==> config.mk <==
export PLATFORM = sky130hd
export DESIGN_NAME = fwr2d_ctrl
export DESIGN_NICKNAME = d
export VERILOG_FILES = /design/src/rtl/fwr2d_pkg.sv /design/src/rtl/fwr2d_ctrl.sv
export SDC_FILE = /design/constraint.sdc
export NUM_CORES = 1
export LEC_CHECK = 0
export BUFFER_PORTS_ARGS = -buffer_cell sky130_fd_sc_hd__buf_2
export CORE_MARGIN = 10
export CORE_UTILIZATION = 62
export CTS_CLUSTER_DIAMETER = 60
export DETAILED_ROUTE_END_ITERATION = 16
export HOLD_SLACK_MARGIN = 0.12
export PLACE_DENSITY = 0.95
export SLEW_MARGIN = 20
export SYNTH_ARGS = -nofsm -noshare
export SYNTH_HDL_FRONTEND = slang
export SYNTH_SLANG_ARGS = --single-unit
==> constraint.sdc <==
create_clock -name clk -period 6.3 [get_ports clk]
set_input_delay 0.315 -clock clk [delete_from_list [all_inputs] [get_ports clk]]
set_output_delay 0.315 -clock clk [all_outputs]
set_load 0.05 [all_outputs]
==> src/rtl/fwr2d_pkg.sv <==
// Shared types and constants for the 2D full-weighting restriction unit.
`default_nettype none

package fwr2d_pkg;

  localparam int unsigned DATA_W    = 32;  // Q15.16 sample and result width
  localparam int unsigned CFG_W     = 11;  // fine_size register width
  localparam int unsigned CSUM_W    = DATA_W + 2;  // top + 2*mid + bottom
  localparam int unsigned TSUM_W    = DATA_W + 4;  // full 3x3 weighted sum
  localparam int unsigned FRAC_SHIFT = 4;          // divide by 16
  localparam logic [CFG_W-1:0] FINE_SIZE_RESET = CFG_W'(1023);

  // Per-sample tag computed from the raster position.
  typedef struct packed {
    logic emit;  // this sample completes a coarse point
    logic last;  // the coarse point is the final one of the grid
  } tag_t;

endpackage

`default_nettype wire

==> src/rtl/fwr2d_ctrl.sv <==
// Raster position counters, size register and coarse-point decode.
`default_nettype none

module fwr2d_ctrl #(
  parameter int unsigned MAX_FINE = 1024,
  localparam int unsigned CW = $clog2(MAX_FINE)
) (
  input  wire logic                        clk,
  input  wire logic                        rst_n,
  input  wire logic                        cfg_wr_en,
  input  wire logic [fwr2d_pkg::CFG_W-1:0] cfg_wr_data,
  input  wire logic                        step,
  output      logic [CW-1:0]               col,
  output      fwr2d_pkg::tag_t             tag
);

  localparam int unsigned SW = CW + 1;
  localparam int unsigned XW = (SW > fwr2d_pkg::CFG_W) ? SW : fwr2d_pkg::CFG_W;

  logic [fwr2d_pkg::CFG_W-1:0] fine_size_r;
  logic [CW-1:0]               row_r, row_nxt;
  logic [CW-1:0]               col_r, col_nxt;
  logic [XW-1:0]               size_x;
  logic [CW-1:0]               last_idx;   // n - 1
  logic [CW-1:0]               lim;        // 2 * coarse size

  always_ff @(posedge clk) begin
    if (!rst_n) begin
      fine_size_r <= fwr2d_pkg::FINE_SIZE_RESET;
    end else if (cfg_wr_en) begin
      fine_size_r <= cfg_wr_data;
    end
  end

  // The effective side saturates to 1..MAX_FINE.
  always_comb begin
    size_x = XW'(fine_size_r);
    if (size_x == '0) begin
      last_idx = '0;
    end else if (size_x > XW'(MAX_FINE)) begin
      last_idx = CW'(MAX_FINE - 1);
    end else begin
      last_idx = CW'(size_x - XW'(1));
    end
    lim = {last_idx[CW-1:1], 1'b0};
  end

  always_comb begin
    tag.emit = !row_r[0] && !col_r[0] && (row_r[CW-1:1] != '0) && (col_r[CW-1:1] != '0)
               && (row_r <= lim) && (col_r <= lim);
    tag.last = (row_r == lim) && (col_r == lim);
  end

  always_comb begin
    row_nxt = row_r;
    col_nxt = col_r + CW'(1);
    if (col_r >= last_idx) begin
      col_nxt = '0;
      row_nxt = (row_r >= last_idx) ? '0 : row_r + CW'(1);
    end
  end

  always_ff @(posedge clk) begin
    if (!rst_n) begin
      row_r <= '0;
      col_r <= '0;
    end else if (step) begin
      row_r <= row_nxt;
      col_r <= col_nxt;
    end
  end

  assign col = col_r;

endmodule

`default_nettype wire

## Yosys cells after proc, flatten, opt, wreduce, memory -nomap -nowiden

Cells that the tools add are included.

- Flip-flop bits (word level): 31
- Input bits: 15
- Output and inout port bits: 12
- Word-level logic and storage cells: 29

- Add/sub/neg operators: 3
- $lt $le $gt $ge: 5
- Equal/unequal tests: 2
- Muxes and demuxes: 4
- Reduce and logical (&&, ||, !) cells: 12

Operator list:

| cell | count |
|---|---|
| two-way mux 10 bit | 4 |
| adder 10 x 1 -> 10 bit (second input constant) | 2 |
| == test 10 bit | 2 |
| >= comparator 10 bit | 2 |
| <= comparator 10 bit | 2 |
| nonzero test 9 bit | 2 |
| greater-than comparator 11 bit (second input constant) | 1 |
| zero test 11 bit | 1 |
| subtractor 10 x 1 -> 10 bit (second input constant) | 1 |
| logical AND 1 bit | 6 |
| zero test 1 bit | 2 |
| AND reduction 2 bit | 1 |

## Depth between registers and ports, before layout

- Depth in word-level cells: 6
- Depth in mapped cells: 15
- Gate-level depth less buffers: 13

## Worst setup path before layout

No wires, ideal clock.

- Kind: register -> output
- Start point: register fine_size_r[2] (netlist bit)
- End point: output tag[0] (netlist bit)
- Data arrival time: 3.648 ns
- Required time: 5.985 ns
- Slack: 2.337 ns
- Cell stages (with the launch flop): 11
- Cells stage by stage: dfxtp_1 -> nor3_2 -> nand3_2 -> or4_4 -> nor4b_1 -> o31ai_1 -> ha_1 -> nand4_1 -> nor2_1 -> nand2_1 -> nor4_1

RTL lines:

| what | line | RTL |
|---|---|---|
| from (decl) | fwr2d_ctrl.sv:20 | `logic [fwr2d_pkg::CFG_W-1:0] fine_size_r;` |
| from (signal assigned) | fwr2d_ctrl.sv:29 | `fine_size_r <= fwr2d_pkg::FINE_SIZE_RESET;` |
| from (signal assigned) | fwr2d_ctrl.sv:31 | `fine_size_r <= cfg_wr_data;` |
| to (decl) | fwr2d_ctrl.sv:14 | `output fwr2d_pkg::tag_t tag` |

==> reports/results.tsv <==
stage	metric	value	unit
cts	holdBufCountCts	0	
synth	synth_area	2130	um2
placed_design	gp_congestion	0.846	
sta	tns	0	ns
flow_run	maxCapViolCount	0	
sta	slew_violations	0	
cts	clock_tree.buffer_depth	2	
finish	finalInstanceArea	2350	um2
sta	min_period_over_period	65.2	%
worst_setup_path	critPathBufInv	1	
sta	hold_viol	0	
cts	cts_setup_buffers	0	
synth	yosys_most_used_dff	dfxtp_1	
synth	ys_seq_elements	31	
synth	ys.warnings.count	0	
synth	synthArstFlopShare	0	%
power_and_ir_drop	peakVddDrop	138	uV
routing	drc	0	
worst_setup_path	criticalPathCategory	flop to output port	
synth	yosysSeqAreaShare	29.1	%
worst_setup_path	r2r_start	fine_size_r[2]	
routing	ant_nets	0	
power_and_ir_drop	p_sw	0.108	mW
routing	routedWlPerCell	15.5	um
power_and_ir_drop	p_clk_share	30.4	%
floorplan	core_area	3340	um2
routing	first_pass_iters	4	
synth	avgSynthCellArea	8.30	um2
sta	min_period	4.10	ns
power_and_ir_drop	leakagePower	1.06	nW
run_status	outcome	completed	
cts	clk_pin_slew	0.09	ns
sta	setup_viol	0	
finish	num-nets-final	323	
floorplan	initial_core_util	63.9	%
power_and_ir_drop	pwr-share-seq	54.9	%
cts	cts_resized	0	
cts	cts_buffers	5	
worst_setup_path	arrival	3.79	ns
cts	clock_latency	0.33	ns
routing	route.vias.total	2034	
power_and_ir_drop	power_density	164	nW/um2
worst_setup_path	crit_start	fine_size_r[2]	
routing	viasPerCell	6.18	
global_routing	grt_max_degree	24	
worst_setup_path	slowest_delay	0.47	ns
floorplan	die-width	78.7	um
hold_path	worstHoldStart	cfg_wr_data[5]	
finish	area_growth	10.0	%
sta	relSlewSlack	54.8	%
global_routing	grt_pass1_wl	8600	um
sta	fin_skew	0.00497	ns
placed_design	port_buffers	26	
cts	cts_tree	done	
floorplan	pin_count	27	
worst_setup_path	crit_chain	nor3_2 > nand3_2 > or4_4 > nor4b_1 > o31ai_1 > ha_1 > a21oi_1 > o21ai_0 > a21oi_1 > o31ai_1 > o21ai_0 > and3_1 > buf_2	
synth	synth_cell_types	43	
finish	drive_above_1_share	14.5	%
routing	wl	5110	um
global_routing	antenna_found_initial	0	
floorplan	die_area	6190	um2
worst_setup_path	worstSetupStartpointType	flop	
worst_setup_path	critical_path.top_delay_family	simple AND/OR/NAND/NOR gates	
routing	drtIter0Drc	111	
placed_design	dpl_cell_area	2290	um2
sta	hold_slack	0.192	ns
worst_setup_path	cp.required	5.98	ns
placed_design	hpwlAfterDp	3900	um
synth	ys_top_cells_by_area	dfxtp_1 (29%), ha_1 (15%), nand2_1 (6.2%)	
synth	synth_top_area_share	29.1	%
synth	ys_top_cells_by_count	nand2_1 (35), dfxtp_1 (31), nor2_1 (26), ha_1 (25), a21oi_1 (15)	
cts	h-tree-depth	2	
synth	yosys.area.top_type	dfxtp_1	
floorplan	dieHeight	78.7	um
global_routing	gr-total-overflow	0	
power_and_ir_drop	p_int	0.277	mW
power_and_ir_drop	combPwrFrac	14.8	%
global_routing	grt_usage	16.6	%
worst_setup_path	end_kind	output port	
sta	tightest_slew	0.678	ns
floorplan	rows	21	
cts	cts_root_buf	clkbuf_4	
worst_setup_path	path_max_fanout	5	
finish	n_antenna_cell	0	
synth	synth_nets	297	
synth	synth_edf_count	0	
global_routing	grt_pass1_vias	1942	
cts	cts_sinks	31	
synth	yosys.cell_count.top_type	nand2_1	
sta	rsz0062_at_grt	false	
sta	fmax	244	MHz
hold_path	hold_class	input pin to flop	
synth	syn_inst	257	
worst_setup_path	cp_slowest_cell	or4_4	
power_and_ir_drop	netSwitchingFraction	28.0	%
## tightest hold or removal path: stages
cell and delay, ns:
buf_2 0.07, mux2i_1 0.05, nand2_1 0.05
## registers in the layout (all words and copies together) (netlist names)
name and flops:
col 10, fine_size_r 11, row_r 10
## power by group through the flow
| stage | clock [mW] | combinational [mW] | sequential (mW) |
|---|---|---|---|
| after detailed placement | 0 | 0.0562 | 0.215 |
| after CTS | 0.117 | 0.0566 | 0.211 |
| after global routing | 0.127 | 0.0638 | 0.212 |
| final | 0.117 | 0.0569 | 0.211 |
| after global placement | 0 | 0.0538 | 0.215 |
| after floorplan | 0 | 0.0371 | 0.217 |
## path summary, 6_finish.rpt
check	to	slack, ns	cells past startpoint
worst max-delay path	tag[1]	2.20	13
worst min-delay path	fine_size_r[5]	0.19	3
worst max register to register	col[3]	2.47	11
worst min register to register	row_r[0]	0.58	2
## layer usage
metal / track usage [%] / part of all wire [%]
met1: 17.8 / 41
met2: 29.2 / 49
met3: 4.56 / 6.8
met4: 8.24 / 3.2
met5: 0 / 0
## cells in the final DEF (no fill, tap or decap), types with 3 or more instances in the layout
cell type,netlist,final
nand4_1,7,7
and3_1,4,4
nor2_1,26,26
xnor2_1,6,6
a21oi_1,15,15
nor4b_1,4,4
dfxtp_1,31,31
buf_2,0,26
a22o_1,10,10
o21ai_0,9,9
nor3_1,4,4
ha_1,25,25
mux2i_1,10,10
o31ai_1,3,3
clkbuf_4,0,5
o211ai_1,3,3
nor4_1,7,7
nand2_1,35,35
nand3_1,6,6
xor2_1,9,9
inv_1,9,9
## cells by family after synthesis
| family | after synthesis | share of synthesized area (%) |
|---|---|---|
| and+or+nand+nor | 108 | 25.4 |
| AOI/OAI and AO/OA | 52 | 17.0 |
| DFF | 31 | 29.1 |
| adders and majority gates | 25 | 14.7 |
| buffers and inverters | 16 | 2.99 |
| xor gates and xnor gates | 15 | 6.16 |
| muxes | 10 | 4.69 |
## area by class of cell
class | count | area (um2)
multi-input cells | 210 | 1450
fillers | 269 | 990
flip-flops and latches | 31 | 621
repair buffers | 26 | 130
well taps | 46 | 57.6
clock buffers | 6 | 51.3
inverters | 9 | 33.8
clock inverters | 1 | 5.00
## through the flow
stage | total power [mW] | util, % | worst slack (ns) | instances
final | 0.385 | 70.3 | 2.20 | 329
after global routing | 0.403 | 70.3 | 2.02 | 329
after CTS | 0.385 | 70.3 | 2.26 | 329
after detailed placement | 0.271 | 68.7 | 2.57 | 322
after global placement | 0.269 | 68.7 | 2.66 | 322
after floorplan | 0.254 | - | 2.34 | 257
No activity file was read; power rests on OpenSTA's default activity.
